`src/bdq_pkg.sv`:
```
// Package for the bounded deque: field widths, codes and controller/datapath structs.
package bdq_pkg;

    localparam int WORD_W   = 32;
    localparam int MODE_W   = 3;
    localparam int STATUS_W = 2;

    localparam logic [MODE_W-1:0] MODE_PUSH_FRONT = 3'd0;
    localparam logic [MODE_W-1:0] MODE_PUSH_BACK  = 3'd1;
    localparam logic [MODE_W-1:0] MODE_DROP_FRONT = 3'd2;
    localparam logic [MODE_W-1:0] MODE_DROP_BACK  = 3'd3;
    localparam logic [MODE_W-1:0] MODE_LIST       = 3'd4;

    localparam logic [STATUS_W-1:0] ST_OK    = 2'd0;
    localparam logic [STATUS_W-1:0] ST_EMPTY = 2'd1;
    localparam logic [STATUS_W-1:0] ST_FULL  = 2'd2;

    localparam logic [2:0] OP_NONE       = 3'd0;
    localparam logic [2:0] OP_PUSH_FRONT = 3'd1;
    localparam logic [2:0] OP_PUSH_BACK  = 3'd2;
    localparam logic [2:0] OP_DROP_FRONT = 3'd3;
    localparam logic [2:0] OP_DROP_BACK  = 3'd4;

    typedef struct packed {
        logic [2:0]          op;
        logic                load_status;
        logic [STATUS_W-1:0] status;
        logic                list_clear;
        logic                list_read;
        logic                list_load;
    } bdq_cmd_t;

    typedef struct packed {
        logic empty;
        logic full;
        logic out_free;
        logic list_last;
    } bdq_stat_t;

endpackage

```
`src/bdq_if.sv`:
```
// Channel interfaces for the bounded deque: operation input and result output.
interface bdq_cmd_if;
    logic                       valid;
    logic                       ready;
    logic [bdq_pkg::MODE_W-1:0] mode;
    logic signed [bdq_pkg::WORD_W-1:0] value_in;

    modport source (output valid, output mode, output value_in, input ready);
    modport sink   (input valid, input mode, input value_in, output ready);
endinterface

interface bdq_res_if;
    logic                         valid;
    logic                         ready;
    logic signed [bdq_pkg::WORD_W-1:0] value_out;
    logic [bdq_pkg::STATUS_W-1:0] status;
    logic                         last;

    modport source (output valid, output value_out, output status, output last, input ready);
    modport sink   (input valid, input value_out, input status, input last, output ready);
endinterface

```
`src/bounded_deque_unit.sv`:
```
// Top level of the bounded deque: controller, datapath and word store.
// Usage:
//   cmd carries one item per operation: mode (0 push front, 1 push back,
//   2 drop front, 3 drop back, 4 list) and value_in for pushes.
//   res returns value_out, status (0 ok, 1 empty, 2 full) and last.
//   A push or drop gives one result, which appears on res in the cycle after the item
//   is taken; cmd.ready stays high while res is ready, so these run one
//   item a cycle while res is not stalled.
//   A list on a non-empty queue streams every stored word front to back;
//   each word is first read from the ring store, then loaded into the
//   result register. The final word carries last. A list on an empty
//   queue gives one empty status. Modes 5 to 7 are taken and give nothing.
//   cmd.ready is low while a list streams and while a result waits.
//   Reset empties the queue; stored words are not cleared.
//   When res stalls, the result register holds and the block waits.
module bounded_deque_unit #(
    parameter int DEPTH = 16
) (
    input  logic           clk,
    input  logic           rst_n,
    bdq_cmd_if.sink        cmd,
    bdq_res_if.source      res
);

    bdq_pkg::bdq_cmd_t  ctl_cmd;
    bdq_pkg::bdq_stat_t dp_stat;

    bdq_controller u_ctrl (
        .clk      (clk),
        .rst_n    (rst_n),
        .in_valid (cmd.valid),
        .in_mode  (cmd.mode),
        .in_ready (cmd.ready),
        .stat     (dp_stat),
        .cmd      (ctl_cmd)
    );

    bdq_datapath #(
        .DEPTH (DEPTH)
    ) u_dp (
        .clk       (clk),
        .rst_n     (rst_n),
        .cmd       (ctl_cmd),
        .stat      (dp_stat),
        .value_in  (cmd.value_in),
        .out_ready (res.ready),
        .out_valid (res.valid),
        .value_out (res.value_out),
        .status    (res.status),
        .last      (res.last)
    );

endmodule

```
`src/bdq_ram.sv`:
```
// Generic single-write, single-read RAM with registered read data.
module bdq_ram #(
    parameter int WIDTH = 32,
    parameter int DEPTH = 16
) (
    input  logic                     clk,
    input  logic                     wr_en,
    input  logic [$clog2(DEPTH)-1:0] wr_addr,
    input  logic [WIDTH-1:0]         wr_data,
    input  logic                     rd_en,
    input  logic [$clog2(DEPTH)-1:0] rd_addr,
    output logic [WIDTH-1:0]         rd_data
);

    logic [WIDTH-1:0] mem [DEPTH];
    logic [WIDTH-1:0] rd_data_reg;

    always_ff @(posedge clk)
    begin
        if (wr_en)
        begin
            mem[wr_addr] <= wr_data;
        end
        if (rd_en)
        begin
            rd_data_reg <= mem[rd_addr];
        end
    end

    assign rd_data = rd_data_reg;

endmodule

```
`src/bdq_datapath.sv`:
```
// Datapath of the bounded deque: ring pointers, word store, list index, result register.
module bdq_datapath #(
    parameter int DEPTH = 16
) (
    input  logic                              clk,
    input  logic                              rst_n,
    input  bdq_pkg::bdq_cmd_t                 cmd,
    output bdq_pkg::bdq_stat_t                stat,
    input  logic signed [bdq_pkg::WORD_W-1:0] value_in,
    input  logic                              out_ready,
    output logic                              out_valid,
    output logic signed [bdq_pkg::WORD_W-1:0] value_out,
    output logic [bdq_pkg::STATUS_W-1:0]      status,
    output logic                              last
);

    localparam int AW = (DEPTH > 1) ? $clog2(DEPTH) : 1;
    localparam int CW = $clog2(DEPTH + 1);

    logic [AW-1:0] front_reg, front_next;
    logic [CW-1:0] count_reg, count_next;
    logic [CW-1:0] idx_reg, idx_next;

    logic                         ovalid_reg, ovalid_next;
    logic [bdq_pkg::WORD_W-1:0]   oval_reg, oval_next;
    logic [bdq_pkg::STATUS_W-1:0] ost_reg, ost_next;
    logic                         olast_reg, olast_next;

    logic [AW:0]   back_sum, read_sum, inc_sum;
    logic [AW-1:0] back_pos, read_pos, inc_pos, dec_pos;
    logic          wr_en;
    logic [AW-1:0] wr_addr;
    logic [bdq_pkg::WORD_W-1:0] rd_data;
    logic          list_last;

    assign back_sum = {1'b0, front_reg} + (AW + 1)'(count_reg);
    assign read_sum = {1'b0, front_reg} + (AW + 1)'(idx_reg);
    assign inc_sum  = {1'b0, front_reg} + (AW + 1)'(1);

    assign back_pos = (back_sum >= (AW + 1)'(DEPTH)) ? AW'(back_sum - (AW + 1)'(DEPTH))
                                                     : back_sum[AW-1:0];
    assign read_pos = (read_sum >= (AW + 1)'(DEPTH)) ? AW'(read_sum - (AW + 1)'(DEPTH))
                                                     : read_sum[AW-1:0];
    assign inc_pos  = (inc_sum >= (AW + 1)'(DEPTH)) ? AW'(inc_sum - (AW + 1)'(DEPTH))
                                                    : inc_sum[AW-1:0];
    assign dec_pos  = (front_reg == '0) ? AW'(DEPTH - 1) : front_reg - AW'(1);

    assign list_last = ((idx_reg + CW'(1)) == count_reg);

    always_comb
    begin
        front_next = front_reg;
        count_next = count_reg;
        wr_en      = 1'b0;
        wr_addr    = back_pos;
        unique case (cmd.op)
            bdq_pkg::OP_PUSH_FRONT:
            begin
                front_next = dec_pos;
                count_next = count_reg + CW'(1);
                wr_en      = 1'b1;
                wr_addr    = dec_pos;
            end
            bdq_pkg::OP_PUSH_BACK:
            begin
                count_next = count_reg + CW'(1);
                wr_en      = 1'b1;
                wr_addr    = back_pos;
            end
            bdq_pkg::OP_DROP_FRONT:
            begin
                front_next = inc_pos;
                count_next = count_reg - CW'(1);
            end
            bdq_pkg::OP_DROP_BACK:
            begin
                count_next = count_reg - CW'(1);
            end
            default:
            begin
            end
        endcase
    end

    always_comb
    begin
        idx_next = idx_reg;
        if (cmd.list_clear)
        begin
            idx_next = '0;
        end
        else if (cmd.list_load)
        begin
            idx_next = idx_reg + CW'(1);
        end
    end

    always_comb
    begin
        ovalid_next = ovalid_reg;
        oval_next   = oval_reg;
        ost_next    = ost_reg;
        olast_next  = olast_reg;
        if (out_ready)
        begin
            ovalid_next = 1'b0;
        end
        if (cmd.load_status)
        begin
            ovalid_next = 1'b1;
            oval_next   = '0;
            ost_next    = cmd.status;
            olast_next  = 1'b1;
        end
        else if (cmd.list_load)
        begin
            ovalid_next = 1'b1;
            oval_next   = rd_data;
            ost_next    = bdq_pkg::ST_OK;
            olast_next  = list_last;
        end
    end

    always_ff @(posedge clk or negedge rst_n)
    begin
        if (!rst_n)
        begin
            front_reg  <= '0;
            count_reg  <= '0;
            idx_reg    <= '0;
            ovalid_reg <= 1'b0;
        end
        else
        begin
            front_reg  <= front_next;
            count_reg  <= count_next;
            idx_reg    <= idx_next;
            ovalid_reg <= ovalid_next;
        end
    end

    always_ff @(posedge clk)
    begin
        oval_reg  <= oval_next;
        ost_reg   <= ost_next;
        olast_reg <= olast_next;
    end

    bdq_ram #(
        .WIDTH (bdq_pkg::WORD_W),
        .DEPTH (DEPTH)
    ) u_store (
        .clk     (clk),
        .wr_en   (wr_en),
        .wr_addr (wr_addr),
        .wr_data (value_in),
        .rd_en   (cmd.list_read),
        .rd_addr (read_pos),
        .rd_data (rd_data)
    );

    assign stat.empty     = (count_reg == '0);
    assign stat.full      = (count_reg == CW'(DEPTH));
    assign stat.out_free  = !ovalid_reg || out_ready;
    assign stat.list_last = list_last;

    assign out_valid = ovalid_reg;
    assign value_out = oval_reg;
    assign status    = ost_reg;
    assign last      = olast_reg;

endmodule

```
`src/bdq_controller.sv`:
```
// Controller of the bounded deque: decodes each item and sequences list reads.
module bdq_controller (
    input  logic                       clk,
    input  logic                       rst_n,
    input  logic                       in_valid,
    input  logic [bdq_pkg::MODE_W-1:0] in_mode,
    output logic                       in_ready,
    input  bdq_pkg::bdq_stat_t         stat,
    output bdq_pkg::bdq_cmd_t          cmd
);

    localparam logic [1:0] S_IDLE = 2'd0;
    localparam logic [1:0] S_READ = 2'd1;
    localparam logic [1:0] S_LOAD = 2'd2;

    logic [1:0] state_reg, state_next;
    logic       accept;

    assign in_ready = (state_reg == S_IDLE) && stat.out_free;
    assign accept   = in_valid && in_ready;

    always_comb
    begin
        state_next      = state_reg;
        cmd.op          = bdq_pkg::OP_NONE;
        cmd.load_status = 1'b0;
        cmd.status      = bdq_pkg::ST_OK;
        cmd.list_clear  = 1'b0;
        cmd.list_read   = 1'b0;
        cmd.list_load   = 1'b0;
        unique case (state_reg)
            S_IDLE:
            begin
                if (accept)
                begin
                    unique case (in_mode) inside
                        bdq_pkg::MODE_PUSH_FRONT, bdq_pkg::MODE_PUSH_BACK:
                        begin
                            cmd.load_status = 1'b1;
                            if (stat.full)
                            begin
                                cmd.status = bdq_pkg::ST_FULL;
                            end
                            else
                            begin
                                cmd.op = (in_mode == bdq_pkg::MODE_PUSH_FRONT)
                                         ? bdq_pkg::OP_PUSH_FRONT : bdq_pkg::OP_PUSH_BACK;
                            end
                        end
                        bdq_pkg::MODE_DROP_FRONT, bdq_pkg::MODE_DROP_BACK:
                        begin
                            cmd.load_status = 1'b1;
                            if (stat.empty)
                            begin
                                cmd.status = bdq_pkg::ST_EMPTY;
                            end
                            else
                            begin
                                cmd.op = (in_mode == bdq_pkg::MODE_DROP_FRONT)
                                         ? bdq_pkg::OP_DROP_FRONT : bdq_pkg::OP_DROP_BACK;
                            end
                        end
                        bdq_pkg::MODE_LIST:
                        begin
                            if (stat.empty)
                            begin
                                cmd.load_status = 1'b1;
                                cmd.status      = bdq_pkg::ST_EMPTY;
                            end
                            else
                            begin
                                cmd.list_clear = 1'b1;
                                state_next     = S_READ;
                            end
                        end
                        default:
                        begin
                        end
                    endcase
                end
            end
            S_READ:
            begin
                cmd.list_read = 1'b1;
                state_next    = S_LOAD;
            end
            S_LOAD:
            begin
                if (stat.out_free)
                begin
                    cmd.list_load = 1'b1;
                    state_next    = stat.list_last ? S_IDLE : S_READ;
                end
            end
            default:
            begin
                state_next = S_IDLE;
            end
        endcase
    end

    always_ff @(posedge clk or negedge rst_n)
    begin
        if (!rst_n)
        begin
            state_reg <= S_IDLE;
        end
        else
        begin
            state_reg <= state_next;
        end
    end

endmodule
```
`src/flat_wrapper.sv`:
```
// flat-port wrapper written by rule: the top's interface ports become plain ports
module bounded_deque_unit_flat 
#(
    parameter int DEPTH = 16
)
  (clk, rst_n, cmd_valid, cmd_mode, cmd_value_in, cmd_ready, res_valid, res_value_out, res_status, res_last, res_ready);
  bdq_cmd_if cmd_i ();
  bdq_res_if res_i ();
  input  logic clk;
  input  logic rst_n;
  input wire logic [$bits(cmd_i.valid)-1:0] cmd_valid;
  input wire logic [$bits(cmd_i.mode)-1:0] cmd_mode;
  input wire logic [$bits(cmd_i.value_in)-1:0] cmd_value_in;
  output wire logic [$bits(cmd_i.ready)-1:0] cmd_ready;
  output wire logic [$bits(res_i.valid)-1:0] res_valid;
  output wire logic [$bits(res_i.value_out)-1:0] res_value_out;
  output wire logic [$bits(res_i.status)-1:0] res_status;
  output wire logic [$bits(res_i.last)-1:0] res_last;
  input wire logic [$bits(res_i.ready)-1:0] res_ready;
  assign cmd_i.valid = cmd_valid;
  assign cmd_i.mode = cmd_mode;
  assign cmd_i.value_in = cmd_value_in;
  assign cmd_ready = cmd_i.ready;
  assign res_valid = res_i.valid;
  assign res_value_out = res_i.value_out;
  assign res_status = res_i.status;
  assign res_last = res_i.last;
  assign res_i.ready = res_ready;
  bounded_deque_unit #(.DEPTH(DEPTH)) u_core (.clk(clk), .rst_n(rst_n), .cmd(cmd_i), .res(res_i));
endmodule
```
`config.mk`:
```
export PLATFORM = sky130hd
export DESIGN_NAME = bounded_deque_unit_flat
export DESIGN_NICKNAME = d
export VERILOG_FILES = /design/src/bdq_pkg.sv /design/src/bdq_if.sv /design/src/bounded_deque_unit.sv /design/src/bdq_ram.sv /design/src/bdq_datapath.sv /design/src/bdq_controller.sv /design/src/flat_wrapper.sv
export SDC_FILE = /design/constraint.sdc
export NUM_CORES = 1
export LEC_CHECK = 0
export ABC_AREA = 1
export BUFFER_PORTS_ARGS = -buffer_cell sky130_fd_sc_hd__buf_2
export CAP_MARGIN = 10
export CORE_MARGIN = 3
export CORE_UTILIZATION = 40
export DETAILED_ROUTE_END_ITERATION = 6
export PLACE_DENSITY_LB_ADDON = 0.12
export SLEW_MARGIN = 0
export SYNTH_ARGS = -nofsm -noshare
export SYNTH_HDL_FRONTEND = slang
export SYNTH_SLANG_ARGS = --single-unit
```
`constraint.sdc`:
```
create_clock -name clk -period 8.7 [get_ports clk]
set_clock_uncertainty 0.1 [all_clocks]
set_input_delay 0.435 -clock clk [delete_from_list [all_inputs] [get_ports clk]]
set_output_delay 0.435 -clock clk [all_outputs]
set_load 0.02 [all_outputs]
```
After elaboration in Yosys (flattened, before gate mapping)

Memory sizes are Yosys's and may differ from the RTL's. A register that Yosys moved wholly into a read port is not among the register bits.
Index checks and enable logic that the tools add are counted.

Bits in writable memories: 512
Output and inout port bits: 37
Flip-flop bits (word level): 52
Logic and storage cells: 95
Memories: 1
Input bits: 39
Bits in read-only memories: 0
Bits in latches: 0

$add $sub $neg: 10
Bitwise gates (word level): 0
Multipliers: 0
Eq/ne operators: 16
Divide/modulo/power cells: 0
Order comparisons: 3
Multiplexer cells: 39
Reduce and logical (&&, ||, !) cells: 18
Shifts and indexed selects: 0

Memory list:

| memory                  | words | bits a word | rd ports | clocked after memory_dff | wr ports | RTL line      | source |
|---|---|---|---|---|---|---|---|
| u_core.u_dp.u_store.mem | 16    | 32          | 1        | 1                        | 1        | bdq_ram.sv:15 | `logic [WIDTH-1:0] mem [DEPTH];` |

Operators with widths:

| kind                                                               | number |
|---|---|
| 4-bit two-way mux                                                  | 5 |
| 2-bit two-way mux                                                  | 9 |
| 4-bit by 1-bit subtractor with 4-bit output, second input constant | 4 |
| 5-bit >= comparator, second input constant                         | 3 |
| 7-bit two-way mux                                                  | 2 |
| 1-bit two-way mux                                                  | 13 |
| 3-bit by 2-bit == test with 1-bit output, second input constant    | 4 |
| 4-bit by 5-bit adder with 5-bit output                             | 2 |
| 5-bit by 1-bit adder with 5-bit output, second input constant      | 2 |
| 5-bit two-way mux                                                  | 2 |
| 5-bit case mux with 2 select lines                                 | 1 |
| 3-bit two-way mux                                                  | 3 |
| 3-bit case mux with 3 select lines                                 | 1 |
| 4-bit case mux with 2 select lines                                 | 1 |
| 2-bit nonzero test                                                 | 4 |
| 2-bit OR reduction                                                 | 4 |
| 3-bit by 1-bit == test with 1-bit output, second input constant    | 2 |
| 3-bit == test, second input constant                               | 2 |
| 2-bit != test, second input constant                               | 3 |
| 2-bit case mux with 3 select lines                                 | 1 |
| 3-bit case mux with 2 select lines                                 | 1 |
| 4-bit by 1-bit adder with 5-bit output, second input constant      | 1 |
| 5-bit == test                                                      | 1 |
| 5-bit == test, second input constant                               | 1 |
| other kinds (13)                                                   | 14 |

Depth between registers and ports, before layout

Word-level depth: 11
Gate-level depth with buffers: 17
Depth with buffers taken out: 17

By module

A second synthesis with hierarchy kept.

Cell total of the unflattened synthesis: 2414
Area total of the unflattened synthesis: 25653.4 µm²

By module, submodules not included:

| module         | area an instance (µm²) | seq. area each (µm²) | times used | cells an instance |
|---|---|---|---|---|
| bdq_ram        | 23050.9                | 16335.7              | 1          | 2120 |
| bdq_datapath   | 2333.5                 | 1096.1               | 1          | 248 |
| bdq_controller | 269.0                  | 50.0                 | 1          | 46 |

Least setup slack after synthesis

No wires, ideal clock.

Kind: reg-to-reg
Start point: register u_core.u_dp.count_reg[0]
End point: memory u_core.u_dp.u_store.mem[0][0] (enable)
Setup time: 0.421 ns
Arrival: 2.900 ns
Cell stages (with the launch flop): 8
Required time: 8.179 ns
Buffers on the path: 0
Period minus slack after synthesis: 3.421 ns
Path slack: 5.279 ns
Path through: dfrtp_1 ha_1 fa_1 xor2_1 nand2_2 o21a_2 nand2_2 nor2_1

Cells in the longest elaborated chain, start to end: 10
Elaborated cells between the ends (all ways): 18
Classes of those cells: add/sub: 2; order compare: 1; eq/ne: 3; mux: 10; reduce/logical: 2

Ends and longest elaborated chain:

| what                                                                                                 | RTL line                                   | source |
|---|---|---|
| from (decl)                                                                                          | bdq_datapath.sv:21                         | `logic [CW-1:0] count_reg, count_next;` |
| from (signal assigned)                                                                               | bdq_datapath.sv:136                        | `count_reg <= count_next;` |
| 5-bit == test or 5-bit zero test (tied branches)                                                     | bdq_datapath.sv:163, bdq_datapath.sv:162   |  |
| 2-bit two-way mux or 3-bit two-way mux (tied branches)                                               | bdq_controller.sv:40, bdq_controller.sv:53 |  |
| 3-bit case mux with 2 select lines                                                                   | bdq_controller.sv:36                       | `unique case (in_mode) inside` |
| 7-bit two-way mux                                                                                    | bdq_controller.sv:34                       | `if (accept)` |
| 7-bit two-way mux                                                                                    | bdq_controller.sv:31                       | `unique case (state_reg)` |
| 3-bit by 1-bit == test with 1-bit output or 3-bit by 2-bit == test with 1-bit output (tied branches) | bdq_datapath.sv:56                         | `unique case (cmd.op)` |
| 2-bit OR reduction (no line)                                                                         | -                                          |  |
| 1-bit two-way mux                                                                                    | bdq_datapath.sv:56                         |  |
| 1-bit two-way mux                                                                                    | bdq_ram.sv:20                              | `if (wr_en)` |
| 1-bit two-way mux (not written as such)                                                              | bdq_ram.sv:22                              | `mem[wr_addr] <= wr_data;` |
| to (decl)                                                                                            | bdq_ram.sv:15                              |  |

Parallel ways exist; a longest one is shown, timed or not.

Worst setup path in the final report

Start point: register u_core.u_dp.front_reg[1]
End point: register u_core.u_dp.u_store.rd_data_reg[27] (netlist: u_core.u_dp.u_store.rd_data[27]), read port of u_core.u_dp.u_store.mem (data pin)

Cells in the longest elaborated chain, start to end: 3
Elaborated cells between the ends (all ways): 4
Classes of those cells: add/sub: 2; order compare: 1; mux: 1

Ends and longest elaborated chain:

| what                                                                               | RTL line            | source |
|---|---|---|
| from (decl)                                                                        | bdq_datapath.sv:20  | `logic [AW-1:0] front_reg, front_next;` |
| from (signal assigned)                                                             | bdq_datapath.sv:135 | `front_reg <= front_next;` |
| 4-bit by 5-bit adder with 5-bit output *                                           | bdq_datapath.sv:37  | `assign read_sum = {1'b0, front_reg} + (AW + 1)'(idx_reg);` |
| 4-bit by 1-bit subtractor with 4-bit output or 5-bit >= comparator (tied branches) | bdq_datapath.sv:42  | `assign read_pos = (read_sum >= (AW + 1)'(DEPTH)) ? AW'(read_sum - (AW + 1)'(DEPTH))` |
| 4-bit two-way mux *                                                                | bdq_datapath.sv:42  |  |
| to (decl)                                                                          | bdq_ram.sv:16       | `logic [WIDTH-1:0] rd_data_reg;` |

Mark *: on every way between the ends. The rest lies on a longest branch, timed or not.
A chain may end at the register's enable or synchronous reset.

==> summary.txt <==
Die area - 0.0633 mm2
Max Cap Viol - 0
Period utilization - 44.3%
Achievable clock frequency - 260 MHz
Initial Util - 40.7%
Commonest non-fill, non-tap cell in the layout - edfxtp_1
Area of the multi-input gates - 0.00564 mm2
Max FFs per register - 512
Detailed Route Iter0 Violations - 866
Core ar. - 0.0594 mm2
Gate Count Post-Synth - 1687
Tot GR Track Use - 18.1%
DIE HEIGHT - 252 um
Maximum fanout along the worst path - 81
Arrival @ worst endpoint - 4.05 ns
Final Hold Viols - 0
Port bufs - 75
Drt first pass iters - 5
Layout area overhead - 13.6%
Post-route ant nets - 0
CTS tree - yes
Hold buffers post-CTS - 1
Final Setup Violations - 0
Outcome - finished, final reports clean
RSZ-0062 raised after global routing - no
Largest cells by area after synthesis - edfxtp_1, mux2i_1, o211ai_1, o21ai_0, a21oi_1
Remaining DRCs - 0
Routed WL - 57100 um
Worst Tran Pin Value - 1.03 ns
Synth warnings - 0
Hold Path Class - in2reg
Syn avg cell area - 14.3 um2
Worst rel slew slack - 31.1%
Worst path required time - 8.90 ns
Clk root buf - clkbuf_16
Row Count - 89
Sequential cell area fraction in the yosys report - 72.4%
I/O Pins - 76
Final Critical Period - 3.85 ns
Post-cts sizing count - 0
Largest net degree at the start of global routing - 88
Synth async-reset ratio - 2.85%
Routed WL per cell - 22.1 um
Post-Syn Nets - 1742
Total Neg Setup Slack - 0 ns
Final nets - 1817
Yosys cell types - 45
Synth Register Bits - 596
Die X-Extent - 252 um
GPL Wtd Cong - 0.746
Setup bufs post-CTS - 0
Kind of end point of the critical path - flip-flop
Netlist Area Pre-Place - 0.0241 mm2
Area share of the largest cell type after synthesis - 67.9%
Most frequent cells in the layout - edfxtp_1, inv_1, o21ai_0
Number of flops mapped to enable cells by yosys - 546
Slew Limit Fails - 0
Register area - 0.0175 mm2
Initial antenna violation count - 4
Fillers - 5218
Worst setup path class - reg2reg
Clock-pin slew on the worst setup and hold paths - 0.06 ns
Dominant synthesized flop cell - edfxtp_1
CTS max path bufs - 3
Vias in the first global route - 13400
GRT overflow - 0
Share of layout cells above drive strength 1 - 14.5%
Setup crit start kind - flip-flop
Number of vias per cell - 5.20
Area leader, netlist - edfxtp_1
Max H-tree Level - 3
DP HPWL - 29100 um
Clk sinks - 596
Via Count - 13500
CTS buffer count - 67
First-pass GRT wire length - 85600 um
Clk Latency, worst-skew pair - 0.58 ns
==> kinds of logic (layout without fill, tap and decap cells) <==
| group | Yosys count | count (layout) | share of synthesized area [%] |
|---|---|---|---|
| AOI/OAI and AO/OA | 470 | 470 | 11.7 |
| xor gates and xnor gates | 19 | 19 | 0.752 |
| adders and majority gates | 16 | 16 | 0.923 |
| buffers and inverters | 263 | 388 | 4.93 |
| DFF | 596 | 596 | 72.4 |
| muxes | 128 | 128 | 5.31 |
| other | 0 | 3 | 0 |
| and+or+nand+nor | 195 | 195 | 3.93 |
==> Yosys cell counts (2+ instances only) <==
| library cell | instances |
|---|---|
| edfxtp_1 | 546 |
| buf_2 | 24 |
| nor2_4 | 4 |
| inv_2 | 10 |
| o211ai_1 | 129 |
| nand3_1 | 48 |
| mux2i_1 | 128 |
| o21a_2 | 2 |
| o21ai_0 | 135 |
| a22o_1 | 32 |
| nand2_1 | 79 |
| buf_6 | 12 |
| a21oi_1 | 132 |
| buf_8 | 6 |
| nand3_2 | 5 |
| ha_1 | 13 |
| buf_1 | 2 |
| xnor2_1 | 8 |
| fa_1 | 3 |
| o21ai_1 | 32 |
| nand2_2 | 8 |
| dfrtp_1 | 17 |
| dfxtp_1 | 33 |
| nor2_2 | 5 |
| o21ai_2 | 3 |
| nand2_4 | 3 |
| nor2_1 | 36 |
| xor2_1 | 9 |
| clkbuf_2 | 3 |
| clkbuf_1 | 47 |
| inv_1 | 155 |
| nor3_1 | 3 |
| buf_4 | 3 |
==> metal layers <==
layer / vias up / track usage, % / wire, um
li1: 6419 / - / -
met4: 0 / 5.27 / 1060
met5: - / 0 / 0
met3: 72 / 2.99 / 2210
met1: 6741 / 25.1 / 26600
met2: 233 / 29.7 / 27200
==> per-stage QoR <==
step | hold WS [ns] | util, % | std cells | setup slack [ns] | instance area, um2
2_1_floorplan | 0.0394 | - | 1687 | 5.28 | 24100
3_3_place_gp | 0.307 | 42.6 | 2465 | 4.97 | 25300
3_5_place_dp | 0.313 | 42.6 | 2465 | 4.84 | 25300
4_1_cts | 0.0116 | 46.2 | 2585 | 4.83 | 27400
5_1_grt | 0.0496 | 46.2 | 2586 | 4.62 | 27400
6_report | 0.0554 | 46.2 | 2588 | 4.85 | 27400
==> final timing paths <==
path	from	to	slack, ns	cells past startpoint
max	u_core.u_dp.front_reg[1]$_DFFE_PN0P_	u_core.u_dp.u_store.rd_data[27]$_DFFE_PN_	4.85	7
min	res_ready	u_core.u_dp.out_valid$_DFFE_PN0P_	0.06	4
max reg2reg	u_core.u_dp.front_reg[1]$_DFFE_PN0P_	u_core.u_dp.u_store.rd_data[27]$_DFFE_PN_	4.85	7
min reg2reg	u_core.u_dp.u_store.rd_data[0]$_DFFE_PN_	u_core.u_dp.value_out[0]$_SDFFE_PP0P_	0.35	1
max in group asynchronous	rst_n	u_core.u_dp.count_reg[0]$_DFFE_PN0P_	7.96	2
min in group asynchronous	rst_n	u_core.u_dp.idx_reg[2]$_DFFE_PN0P_	0.23	2
==> critical path: stages (launching register included) <==
cell and delay [ns]:
dfrtp_1 0.49, inv_1 0.17, fa_4 0.93, inv_4 0.53
buf_4 0.85, o211ai_1 0.21, nand3_1 0.12, o21ai_1 0.07
==> cell type report <==
| type | instances | share of cell area [%] |
|---|---|---|
| sequential | 596 | 63.8 |
| multi-input combinational | 828 | 20.6 |
| clock buffer | 85 | 6.63 |
| tap | 773 | 3.53 |
| inverter | 166 | 2.28 |
| timing repair buffer | 103 | 2.14 |
| clock inverter | 34 | 1.08 |
| antenna | 3 | 0.0274 |
Power is not shown: default switching activity piles up to over one toggle a cycle in this logic, so the estimate is an artifact.
